--- src/hw/rtl/rplt_pkg.sv ---
// Shared constants, command and status codes, and op/result types for the ranked list table.
package rplt_pkg;

    localparam int DEPTH_DEF = 16;

    localparam int CMD_W   = 3;
    localparam int POS_W   = 8;
    localparam int RANK_W  = 16;
    localparam int PRICE_W = 32;
    localparam int TAG_W   = 16;
    localparam int STAT_W  = 2;
    localparam int KIND_W  = 3;

    localparam logic [CMD_W-1:0] CMD_INSERT = 3'd0;
    localparam logic [CMD_W-1:0] CMD_DELETE = 3'd1;
    localparam logic [CMD_W-1:0] CMD_CHANGE = 3'd2;
    localparam logic [CMD_W-1:0] CMD_CLEAR  = 3'd3;
    localparam logic [CMD_W-1:0] CMD_READ   = 3'd4;

    localparam logic [KIND_W-1:0] K_INSERT = 3'd0;
    localparam logic [KIND_W-1:0] K_DELETE = 3'd1;
    localparam logic [KIND_W-1:0] K_CHANGE = 3'd2;
    localparam logic [KIND_W-1:0] K_CLEAR  = 3'd3;
    localparam logic [KIND_W-1:0] K_READ   = 3'd4;
    localparam logic [KIND_W-1:0] K_NOP    = 3'd5;

    localparam logic [STAT_W-1:0] ST_OK     = 2'd0;
    localparam logic [STAT_W-1:0] ST_FULL   = 2'd1;
    localparam logic [STAT_W-1:0] ST_EMPTY  = 2'd2;
    localparam logic [STAT_W-1:0] ST_BADPOS = 2'd3;

    typedef struct packed {
        logic [KIND_W-1:0]         kind;
        logic [POS_W-1:0]          pos;
        logic signed [RANK_W-1:0]  rank;
        logic [PRICE_W-1:0]        price;
        logic [TAG_W-1:0]          tag;
    } t_op;

    typedef struct packed {
        logic [STAT_W-1:0]         status;
        logic signed [RANK_W-1:0]  rank;
        logic [PRICE_W-1:0]        price;
        logic [TAG_W-1:0]          tag;
    } t_res;

endpackage

--- src/hw/rtl/rplt_front.sv ---
// Front end: accept commands and classify them into ops for the back end.
module rplt_front import rplt_pkg::*; (
    input  logic                      i_clk,
    input  logic                      i_rst_n,
    input  logic                      push,
    output logic                      full,
    input  logic [CMD_W-1:0]          i_command,
    input  logic [POS_W-1:0]          i_position,
    input  logic signed [RANK_W-1:0]  i_item_rank,
    input  logic [PRICE_W-1:0]        i_item_price,
    input  logic [TAG_W-1:0]          i_item_tag,
    output logic                      o_op_valid,
    output t_op                       o_op,
    input  logic                      i_op_ready
);

    logic              r_valid;
    logic              n_valid;
    t_op               r_op;
    logic              accept;
    logic [KIND_W-1:0] kind;

    always_comb begin
        unique case (i_command)
            CMD_INSERT: kind = K_INSERT;
            CMD_DELETE: kind = K_DELETE;
            CMD_CHANGE: kind = K_CHANGE;
            CMD_CLEAR:  kind = K_CLEAR;
            CMD_READ:   kind = K_READ;
            default:    kind = K_NOP;
        endcase
    end

    assign full   = r_valid & ~i_op_ready;
    assign accept = push & ~full;

    always_comb begin
        n_valid = accept | (r_valid & ~i_op_ready);
    end

    always_ff @(posedge i_clk) begin
        if (!i_rst_n) begin
            r_valid <= 1'b0;
        end else begin
            r_valid <= n_valid;
        end
    end

    always_ff @(posedge i_clk) begin
        if (accept) begin
            r_op.kind  <= kind;
            r_op.pos   <= i_position;
            r_op.rank  <= i_item_rank;
            r_op.price <= i_item_price;
            r_op.tag   <= i_item_tag;
        end
    end

    assign o_op_valid = r_valid;
    assign o_op       = r_op;

endmodule

--- src/hw/rtl/rplt_queue.sv ---
// Two-entry op queue between the front end and the back end.
module rplt_queue import rplt_pkg::*; (
    input  logic i_clk,
    input  logic i_rst_n,
    input  logic i_wr_valid,
    output logic o_wr_ready,
    input  t_op  i_wr_op,
    output logic o_rd_valid,
    input  logic i_rd_ready,
    output t_op  o_rd_op
);

    t_op        r_mem [2];
    logic       r_wp;
    logic       r_rp;
    logic [1:0] r_cnt;
    logic       wr;
    logic       rd;

    assign o_wr_ready = (r_cnt != 2'd2);
    assign o_rd_valid = (r_cnt != 2'd0);
    assign o_rd_op    = r_mem[r_rp];
    assign wr         = i_wr_valid & o_wr_ready;
    assign rd         = i_rd_ready & o_rd_valid;

    always_ff @(posedge i_clk) begin
        if (!i_rst_n) begin
            r_wp  <= 1'b0;
            r_rp  <= 1'b0;
            r_cnt <= 2'd0;
        end else begin
            if (wr) begin
                r_wp <= ~r_wp;
            end
            if (rd) begin
                r_rp <= ~r_rp;
            end
            case ({wr, rd})
                2'b10:   r_cnt <= r_cnt + 2'd1;
                2'b01:   r_cnt <= r_cnt - 2'd1;
                default: r_cnt <= r_cnt;
            endcase
        end
    end

    always_ff @(posedge i_clk) begin
        if (wr) begin
            r_mem[r_wp] <= i_wr_op;
        end
    end

endmodule

--- src/hw/rtl/rplt_back.sv ---
// Back end: table memories, fill count, insert/delete walk sequencer and result register.
module rplt_back import rplt_pkg::*; #(
    parameter int DEPTH = DEPTH_DEF
) (
    input  logic                         i_clk,
    input  logic                         i_rst_n,
    input  logic                         i_op_valid,
    input  t_op                          i_op,
    output logic                         o_op_ready,
    output logic                         o_res_valid,
    output t_res                         o_res,
    output logic [$clog2(DEPTH+1)-1:0]   o_total,
    input  logic                         i_pop
);

    localparam int IW = $clog2(DEPTH);
    localparam int CW = $clog2(DEPTH + 1);
    localparam int PW = (CW > POS_W) ? CW : POS_W;

    localparam logic [2:0] S_IDLE = 3'd0;
    localparam logic [2:0] S_INS  = 3'd1;
    localparam logic [2:0] S_INSZ = 3'd2;
    localparam logic [2:0] S_DEL  = 3'd3;
    localparam logic [2:0] S_RDW  = 3'd4;

    logic signed [RANK_W-1:0] r_mem_rank  [DEPTH];
    logic [PRICE_W-1:0]       r_mem_price [DEPTH];
    logic [TAG_W-1:0]         r_mem_tag   [DEPTH];

    logic signed [RANK_W-1:0] r_rd_rank;
    logic [PRICE_W-1:0]       r_rd_price;
    logic [TAG_W-1:0]         r_rd_tag;

    logic [2:0]    r_state, n_state;
    logic [IW-1:0] r_cursor, n_cursor;
    logic [CW-1:0] r_fill, n_fill;
    t_op           r_op, n_op;
    logic          r_out_valid;
    t_res          r_out;
    logic [CW-1:0] r_out_total;

    logic                     out_free;
    logic                     load;
    t_res                     res;
    logic [IW-1:0]            rd_addr;
    logic                     wr_row_en;
    logic                     wr_price_en;
    logic [IW-1:0]            wr_addr;
    logic signed [RANK_W-1:0] wr_rank;
    logic [PRICE_W-1:0]       wr_price;
    logic [TAG_W-1:0]         wr_tag;
    logic [PW-1:0]            pos_w;
    logic [PW-1:0]            fill_w;
    logic [STAT_W-1:0]        loc_status;
    logic [IW-1:0]            idx;
    logic [IW-1:0]            last;
    logic                     tbl_full;

    assign out_free = ~r_out_valid | i_pop;
    assign pos_w    = PW'(i_op.pos);
    assign fill_w   = PW'(r_fill);
    assign idx      = IW'(pos_w - PW'(1));
    assign last     = IW'(r_fill - 1'b1);
    assign tbl_full = (r_fill == CW'(DEPTH));

    always_comb begin
        if (r_fill == '0) begin
            loc_status = ST_EMPTY;
        end else if (pos_w == '0 || pos_w > fill_w) begin
            loc_status = ST_BADPOS;
        end else begin
            loc_status = ST_OK;
        end
    end

    always_comb begin
        n_state     = r_state;
        n_cursor    = r_cursor;
        n_fill      = r_fill;
        n_op        = r_op;
        o_op_ready  = 1'b0;
        rd_addr     = r_cursor;
        wr_row_en   = 1'b0;
        wr_price_en = 1'b0;
        wr_addr     = r_cursor;
        wr_rank     = r_op.rank;
        wr_price    = r_op.price;
        wr_tag      = r_op.tag;
        load        = 1'b0;
        res         = '0;

        unique case (r_state)
            S_IDLE: begin
                if (i_op_valid && out_free) begin
                    o_op_ready = 1'b1;
                    n_op       = i_op;
                    wr_rank    = i_op.rank;
                    wr_price   = i_op.price;
                    wr_tag     = i_op.tag;
                    case (i_op.kind)
                        K_INSERT: begin
                            if (tbl_full) begin
                                load       = 1'b1;
                                res.status = ST_FULL;
                            end else if (r_fill == '0) begin
                                wr_row_en = 1'b1;
                                wr_addr   = '0;
                                n_fill    = r_fill + 1'b1;
                                load      = 1'b1;
                            end else begin
                                n_cursor = last;
                                rd_addr  = last;
                                n_state  = S_INS;
                            end
                        end
                        K_DELETE: begin
                            if (loc_status != ST_OK) begin
                                load       = 1'b1;
                                res.status = loc_status;
                            end else if (idx == last) begin
                                n_fill = r_fill - 1'b1;
                                load   = 1'b1;
                            end else begin
                                n_cursor = idx + 1'b1;
                                rd_addr  = idx + 1'b1;
                                n_state  = S_DEL;
                            end
                        end
                        K_CHANGE: begin
                            wr_price_en = (loc_status == ST_OK);
                            wr_addr     = idx;
                            load        = 1'b1;
                            res.status  = loc_status;
                        end
                        K_CLEAR: begin
                            n_fill = '0;
                            load   = 1'b1;
                        end
                        K_READ: begin
                            if (loc_status == ST_OK) begin
                                rd_addr = idx;
                                n_state = S_RDW;
                            end else begin
                                load       = 1'b1;
                                res.status = loc_status;
                            end
                        end
                        default: begin
                            load = 1'b1;
                        end
                    endcase
                end
            end
            S_INS: begin
                wr_row_en = 1'b1;
                wr_addr   = r_cursor + 1'b1;
                if ($signed(r_op.rank) > $signed(r_rd_rank)) begin
                    wr_rank  = r_rd_rank;
                    wr_price = r_rd_price;
                    wr_tag   = r_rd_tag;
                    if (r_cursor == '0) begin
                        n_state = S_INSZ;
                    end else begin
                        n_cursor = r_cursor - 1'b1;
                        rd_addr  = r_cursor - 1'b1;
                    end
                end else begin
                    n_fill  = r_fill + 1'b1;
                    load    = 1'b1;
                    n_state = S_IDLE;
                end
            end
            S_INSZ: begin
                wr_row_en = 1'b1;
                wr_addr   = '0;
                n_fill    = r_fill + 1'b1;
                load      = 1'b1;
                n_state   = S_IDLE;
            end
            S_DEL: begin
                wr_row_en = 1'b1;
                wr_addr   = r_cursor - 1'b1;
                wr_rank   = r_rd_rank;
                wr_price  = r_rd_price;
                wr_tag    = r_rd_tag;
                if (r_cursor == last) begin
                    n_fill  = r_fill - 1'b1;
                    load    = 1'b1;
                    n_state = S_IDLE;
                end else begin
                    n_cursor = r_cursor + 1'b1;
                    rd_addr  = r_cursor + 1'b1;
                end
            end
            S_RDW: begin
                res.rank  = r_rd_rank;
                res.price = r_rd_price;
                res.tag   = r_rd_tag;
                load      = 1'b1;
                n_state   = S_IDLE;
            end
            default: begin
                n_state = S_IDLE;
            end
        endcase
    end

    always_ff @(posedge i_clk) begin
        if (wr_row_en) begin
            r_mem_rank[wr_addr] <= wr_rank;
            r_mem_tag[wr_addr]  <= wr_tag;
        end
        if (wr_row_en || wr_price_en) begin
            r_mem_price[wr_addr] <= wr_price;
        end
    end

    always_ff @(posedge i_clk) begin
        r_rd_rank  <= r_mem_rank[rd_addr];
        r_rd_price <= r_mem_price[rd_addr];
        r_rd_tag   <= r_mem_tag[rd_addr];
    end

    always_ff @(posedge i_clk) begin
        if (!i_rst_n) begin
            r_state     <= S_IDLE;
            r_fill      <= '0;
            r_out_valid <= 1'b0;
        end else begin
            r_state <= n_state;
            r_fill  <= n_fill;
            if (load) begin
                r_out_valid <= 1'b1;
            end else if (i_pop) begin
                r_out_valid <= 1'b0;
            end
        end
    end

    always_ff @(posedge i_clk) begin
        r_cursor <= n_cursor;
        r_op     <= n_op;
        if (load) begin
            r_out       <= res;
            r_out_total <= n_fill;
        end
    end

    assign o_res_valid = r_out_valid;
    assign o_res       = r_out;
    assign o_total     = r_out_total;

`ifndef SYNTHESIS
    a_walk_out_free: assert property (@(posedge i_clk) disable iff (!i_rst_n)
        (r_state != S_IDLE) |-> !r_out_valid)
        else $error("result register busy during a table walk");

    a_fill_on_load: assert property (@(posedge i_clk) disable iff (!i_rst_n)
        (r_fill != $past(r_fill)) |-> $past(load))
        else $error("fill count changed without a result");

    a_full_status: assert property (@(posedge i_clk) disable iff (!i_rst_n)
        (r_out_valid && r_out.status == ST_FULL) |-> (r_fill == CW'(DEPTH)))
        else $error("full status reported on a table with room");

    a_fill_bound: assert property (@(posedge i_clk) disable iff (!i_rst_n)
        load |=> (r_out_total == r_fill))
        else $error("reported entry total differs from fill count");
`endif

endmodule

--- src/hw/rtl/ranked_priority_list_table.sv ---
// Ranked priority list table top level: front end, op queue and back end.
// A command passes through the front register and the op queue, then the back end: clear,
//   change, unused and rejected commands load a result directly; read waits on a registered row
//   read; delete shifts the rows after position p down; insert shifts rows ranked below it up.
// Throughput: one command in the back end at a time; the next starts as its result is popped.
// Reset (synchronous, active low) empties the table and queues; entry memories keep data.
module ranked_priority_list_table import rplt_pkg::*; #(
    parameter int DEPTH = DEPTH_DEF
) (
    input  logic                        i_clk,
    input  logic                        i_rst_n,
    input  logic                        push,
    output logic                        full,
    input  logic [CMD_W-1:0]            i_command,
    input  logic [POS_W-1:0]            i_position,
    input  logic signed [RANK_W-1:0]    i_item_rank,
    input  logic [PRICE_W-1:0]          i_item_price,
    input  logic [TAG_W-1:0]            i_item_tag,
    output logic                        empty,
    input  logic                        pop,
    output logic [STAT_W-1:0]           o_status,
    output logic signed [RANK_W-1:0]    o_out_rank,
    output logic [PRICE_W-1:0]          o_out_price,
    output logic [TAG_W-1:0]            o_out_tag,
    output logic [$clog2(DEPTH+1)-1:0]  o_entry_total
);

    logic f_valid;
    logic f_ready;
    t_op  f_op;
    logic q_valid;
    logic q_ready;
    t_op  q_op;
    logic res_valid;
    t_res res;

    rplt_front u_front (
        .i_clk        (i_clk),
        .i_rst_n      (i_rst_n),
        .push         (push),
        .full         (full),
        .i_command    (i_command),
        .i_position   (i_position),
        .i_item_rank  (i_item_rank),
        .i_item_price (i_item_price),
        .i_item_tag   (i_item_tag),
        .o_op_valid   (f_valid),
        .o_op         (f_op),
        .i_op_ready   (f_ready)
    );

    rplt_queue u_queue (
        .i_clk      (i_clk),
        .i_rst_n    (i_rst_n),
        .i_wr_valid (f_valid),
        .o_wr_ready (f_ready),
        .i_wr_op    (f_op),
        .o_rd_valid (q_valid),
        .i_rd_ready (q_ready),
        .o_rd_op    (q_op)
    );

    rplt_back #(
        .DEPTH (DEPTH)
    ) u_back (
        .i_clk       (i_clk),
        .i_rst_n     (i_rst_n),
        .i_op_valid  (q_valid),
        .i_op        (q_op),
        .o_op_ready  (q_ready),
        .o_res_valid (res_valid),
        .o_res       (res),
        .o_total     (o_entry_total),
        .i_pop       (pop)
    );

    assign empty       = ~res_valid;
    assign o_status    = res.status;
    assign o_out_rank  = res.rank;
    assign o_out_price = res.price;
    assign o_out_tag   = res.tag;

endmodule
--- config.mk ---
export PLATFORM = sky130hd
export DESIGN_NAME = ranked_priority_list_table
export DESIGN_NICKNAME = d
export VERILOG_FILES = /design/src/hw/rtl/rplt_pkg.sv /design/src/hw/rtl/rplt_front.sv /design/src/hw/rtl/rplt_queue.sv /design/src/hw/rtl/rplt_back.sv /design/src/hw/rtl/ranked_priority_list_table.sv
export SDC_FILE = /design/constraint.sdc
export NUM_CORES = 2
export LEC_CHECK = 0
export ABC_AREA = 1
export ABC_CLOCK_PERIOD_IN_PS = 8290
export BUFFER_PORTS_ARGS = -buffer_cell sky130_fd_sc_hd__buf_4
export CORE_MARGIN = 3
export CORE_UTILIZATION = 50
export CTS_CLUSTER_DIAMETER = 150
export DETAILED_ROUTE_END_ITERATION = 10
export PLACE_DENSITY_LB_ADDON = 0.08
export SYNTH_ARGS = -nofsm -noshare
export SYNTH_HDL_FRONTEND = slang
export SYNTH_HIERARCHICAL = 1
export SYNTH_SLANG_ARGS = --single-unit
--- constraint.sdc ---
create_clock -name i_clk -period 8.29 [get_ports i_clk]
set_clock_uncertainty 0.2 [all_clocks]
set_input_delay 1.2435 -clock i_clk [delete_from_list [all_inputs] [get_ports i_clk]]
set_output_delay 1.2435 -clock i_clk [all_outputs]
set_load 0.005 [all_outputs]
==> results.md <==
| Group | Quantity | Reported |
|:---|:---|:---|
| clock network | CTS HTree Levels | 4 |
| floorplan | Die Y | 364.0 um |
| timing | Setup repair after global routing missed its margin | no |
| clock network | Cells resized by post-CTS repair | 0 |
| timing | Final Hold Vio Count | 0 |
| place | Worst slack, placed | 2.987 ns |
| power | Sw Share | 34.63% |
| critical path | Setup crit end kind | flop |
| critical path | Maximum cell stage delay along the critical path | 0.69 ns |
| layout | Area growth from synthesis to layout | 11.95% |
| clock network | Number of buffers added for setup after CTS | 0 |
| timing | Number of endpoints failing setup at the final stage | 0 |
| yosys | Multiplexer area fraction after synthesis | 1.611% |
| timing | Aggregate negative setup slack | 0 ns |
| job | Max-cap violations | 0 |
| critical path | Cell chain of the critical path | mux2_2 > inv_2 > ha_1 > inv_1 > nand2_1 > nand2_1 > nand2_1 > nand2_1 > nand2_1 > nand2_1 > nand2_1 > nand3_1 > inv_1 > nand2_1 > nand3_1 > nand3_1 > nand2_8 > nand3_4 > buf_12 > nand2_1 > nand3_1 > nand3_1 > nand3_1 > nand2_1 |
| yosys | Dominant synthesized flop cell | edfxtp_1 |
| min path | Path type of the worst min-delay path | flop to flop |
| yosys | Instance count of the mapped netlist | 5,809 |
| power | Pwr Density | 322.4 nW/um^2 |
| power | Worst voltage drop across the vdd grid | 0.3676 mV |
| timing | Final critical-path required period | 5.576 ns |
| floorplan | Total Die Area | 132,500 um^2 |
| yosys | Mean Syn Cell Area | 11.03 um^2 |
| floorplan | Number of rows created at floorplan | 130 |
| layout | Non-filler cells in the finished layout | 7,619 |
| timing | Worst setup margin | 2.714 ns |
| timing | Worst max-slew margin expressed relative to the limit | 10.94% |
| drt | Sum of routed wire length over all layers | 178,500 um |
| yosys | Area share of and/or/nand/nor cells after synthesis | 18.56% |
| min path | Launch point of the worst hold path | u_front/o_op[50] |
| yosys | Xor and xnor fraction of the mapped netlist area | 0.2187% |
| yosys | Portion of synthesized cell area occupied by the leading cell type | 65.06% |
| floorplan | Num ports | 152 |
| yosys | Largest area contributor in the synthesized netlist | edfxtp_1 |
| drt | WL/cell | 23.42 um |
| drt | DRC violations left | 0 |
| power | Net Switching | 8.008 mW |
| critical path | Bufs and invs on worst path | 4 |
| outcome | Run status | finished clean |
| yosys | Share of the yosys chip area belonging to registers | 67.53% |
| clock network | Worst-skew pair later-pin latency | 0.77 ns |
| critical path | Required time at the worst-slack endpoint | 8.79 ns |
| yosys | Compound-Gate Fraction of Synth Area | 1.894% |
| yosys | FFs w/ async S/R, synth | 0% |
| grt | Global-route total usage across every layer | 26.91% |
| place | Buffers added on ports | 151 |
| yosys | Adder-cell area share of the yosys netlist | 0.5273% |
| clock network | CTS Hold Buffers Added | 0 |
| place | Placed cells | 7,332 |
| place | Global placement routability congestion | 0.8772 |
| grt | Total gr overflow | 0 |
| critical path | Cell seen most often among critical-path stages | nand2_1 |
| yosys | Synthesis-stage register bit count | 1,467 |
| power | Cell internal power dissipation | 15.12 mW |
| clock network | Maximum buffer depth of the clock tree | 3 |
| critical path | Maximum fanout along the worst path | 135 |
| power | Reported leakage power | 29.59 nW |
| timing | Pins over their slew limit | 0 |
| clock network | Number of CTS-inserted buffers | 155 |
| power | Combinational cell fraction of total power | 28.6% |
| yosys | Count of cell types in the netlist | 49 |
| power | Sequential fraction of design power | 42.1% |
| yosys | Post-synthesis net count | 5,915 |
| drt | Number of optimization iterations in the first detailed-route pass | 6 |
| timing | Achievable clock frequency | 0.1794 GHz |
| layout | Antenna diodes | 0 |
| critical path | Critical-path top delay cell | dfxtp_4 |
| floorplan | Core area | 126,400 um^2 |
| critical path | Data arrival at the endpoint of the critical path | 6.08 ns |
| drt | Detailed router's first-iteration violation count | 4,071 |
| clock network | Clock root buffer master | clkbuf_16 |
| grt | Maximum number of pins on one net before global-route repair | 200 |
| clock network | CTS clk-pin slew, worst paths | 0.06 ns |
| place | Placed wire-length estimate | 92,300 um |
| layout | Nets@finish | 5,945 |
| yosys | Largest family of logic cells by synthesized area | simple AND/OR/NAND/NOR gates |
| critical path | Cell type group with the largest total delay on the critical path | simple AND/OR/NAND/NOR gates |
| drt | Detail-routed via count per cell | 5.636 |
| layout | Share of final-layout standard cells stronger than drive strength 1 | 10.29% |
| timing | Slew @ Worst Pin | 1.336 ns |
| yosys | Most frequent cell after synthesis | edfxtp_1 |
| yosys | Netlist area before placement | 64,060 um^2 |
| yosys | List of most frequent post-synthesis cells | edfxtp_1, inv_1, nand3_1 |
| floorplan | Die boundary width | 364.0 um |
| power | Clock share of power | 29.3% |
| critical path | Startpoint Class | flop |
| grt | Global-route wire length before repair | 264,900 um |
| drt | Detail Route Antenna Nets | 0 |
| layout | Final core utilization | 56.75% |
| clock network | Clock sink total | 1,467 |
| critical path | Worst Path Class, Setup | flop to flop |
| timing | Portion of the clock cycle consumed by the worst path in the final layout | 67.26% |
| yosys | Total of warnings raised by yosys | 6 |
| grt | Via count of the first global-routing pass | 41.46k |
| drt | Number of vias after detailed routing | 42.94k |
| grt | Number of antenna violations at the first check in global routing | 1 |
| yosys | Number of enable flip-flop cells after synthesis | 1,388 |
| yosys | Biggest area contributors in the synthesized netlist | edfxtp_1, nand3_1, inv_1 |
| floorplan | Initial Utilization | 50.69% |
| clock network | Clock tree from TritonCTS | yes |
## sequential cells by signal, indices dropped and copies added (netlist names), 2 cells and up, named ones only
register / flops
u_back/r_mem_price: 512
u_back/r_mem_rank: 256
u_back/r_mem_tag: 256
u_queue/r_mem: 150
u_front/o_op: 75
u_back/o_res: 66
u_back/r_op: 64
u_back/r_rd_price: 32
u_back/r_rd_rank: 16
u_back/r_rd_tag: 16
u_back/o_total: 5
u_back/r_fill: 5
u_back/r_cursor: 4
u_back/r_state: 3
u_queue/r_cnt: 2
## power by group through the flow
stage                     logic [mW]  clock network, mW  registers, mW
final                           6.61               6.78           9.74
after global placement          6.50                  0           9.89
after detailed placement        6.57                  0           9.90
after floorplan                 4.31                  0           9.75
after CTS                       6.60               6.91           9.75
after global routing            7.24               7.21           9.78
## layout make-up
class / count / area (um^2)
fillers: 10560 / 54660
multi-input cells: 2793 / 14990
well taps: 1650 / 2064
flip-flops and latches: 1467 / 43270
clock inverters: 59 / 523.0
repair buffers: 241 / 1984
clock buffers: 228 / 4453
inverters: 1181 / 4441
## final timing paths
| check | endpoint | slack (ns) | depth (start not counted) |
|---|---|---|---|
| worst max-delay path | u_back/r_rd_price[12] | 2.71 | 24 |
| worst min-delay path | u_queue/r_mem[1][50] | 0.24 | 0 |
| worst max register to register | u_back/r_rd_price[12] | 2.71 | 24 |
| worst min register to register | u_queue/r_mem[1][50] | 0.24 | 0 |
## cells by family (layout without fill, tap and decap cells)
family,after synthesis,count (layout)
flops,1467,1467
compound gates,189,189
xor+xnor,16,16
mux,75,75
buf+inv,1549,1709
fa+ha+maj,27,27
simple gates,2486,2486
## metal layers
metal  wire (um)  vias up  global-route usage [%]  part of all wire (%)
li1            -    19960                       -                     -
met1       73740    21080                   35.56                    41
met2       85600     1511                   44.11                    48
met3       10090      397                   3.400                   5.7
met4        9053        0                   13.53                   5.1
met5           0        -                       0                     0
## through the flow
step                hold slack (ns)  area [um^2]  total power, mW
global placement             0.2237        66750            16.39
floorplan                    0.2215        64060            14.06
CTS                          0.2393        71720            23.26
finish                       0.2408        71720            23.13
global route                 0.2513        71720            24.22
detailed placement           0.2290        66750            16.47
## placed cells by master, fill, tap and decap left out, drive strengths merged, types with 3 or more instances in the layout
| cell type | count |
|---|---|
| edfxtp | 1388 |
| ha | 27 |
| a21oi | 56 |
| inv | 1183 |
| clkbuf | 228 |
| nand2 | 839 |
| nand3 | 936 |
| a221oi | 13 |
| o22ai | 7 |
| bufinv | 8 |
| xor2 | 10 |
| clkinvlp | 4 |
| nand4 | 521 |
| clkinv | 45 |
| a22oi | 40 |
| mux2 | 75 |
| buf | 241 |
| a31oi | 3 |
| dfxtp | 79 |
| o211ai | 18 |
| nor2 | 181 |
| nor3 | 5 |
| xnor2 | 6 |
| o21ai | 38 |
Note: power is estimated with default switching activity, not from simulation.
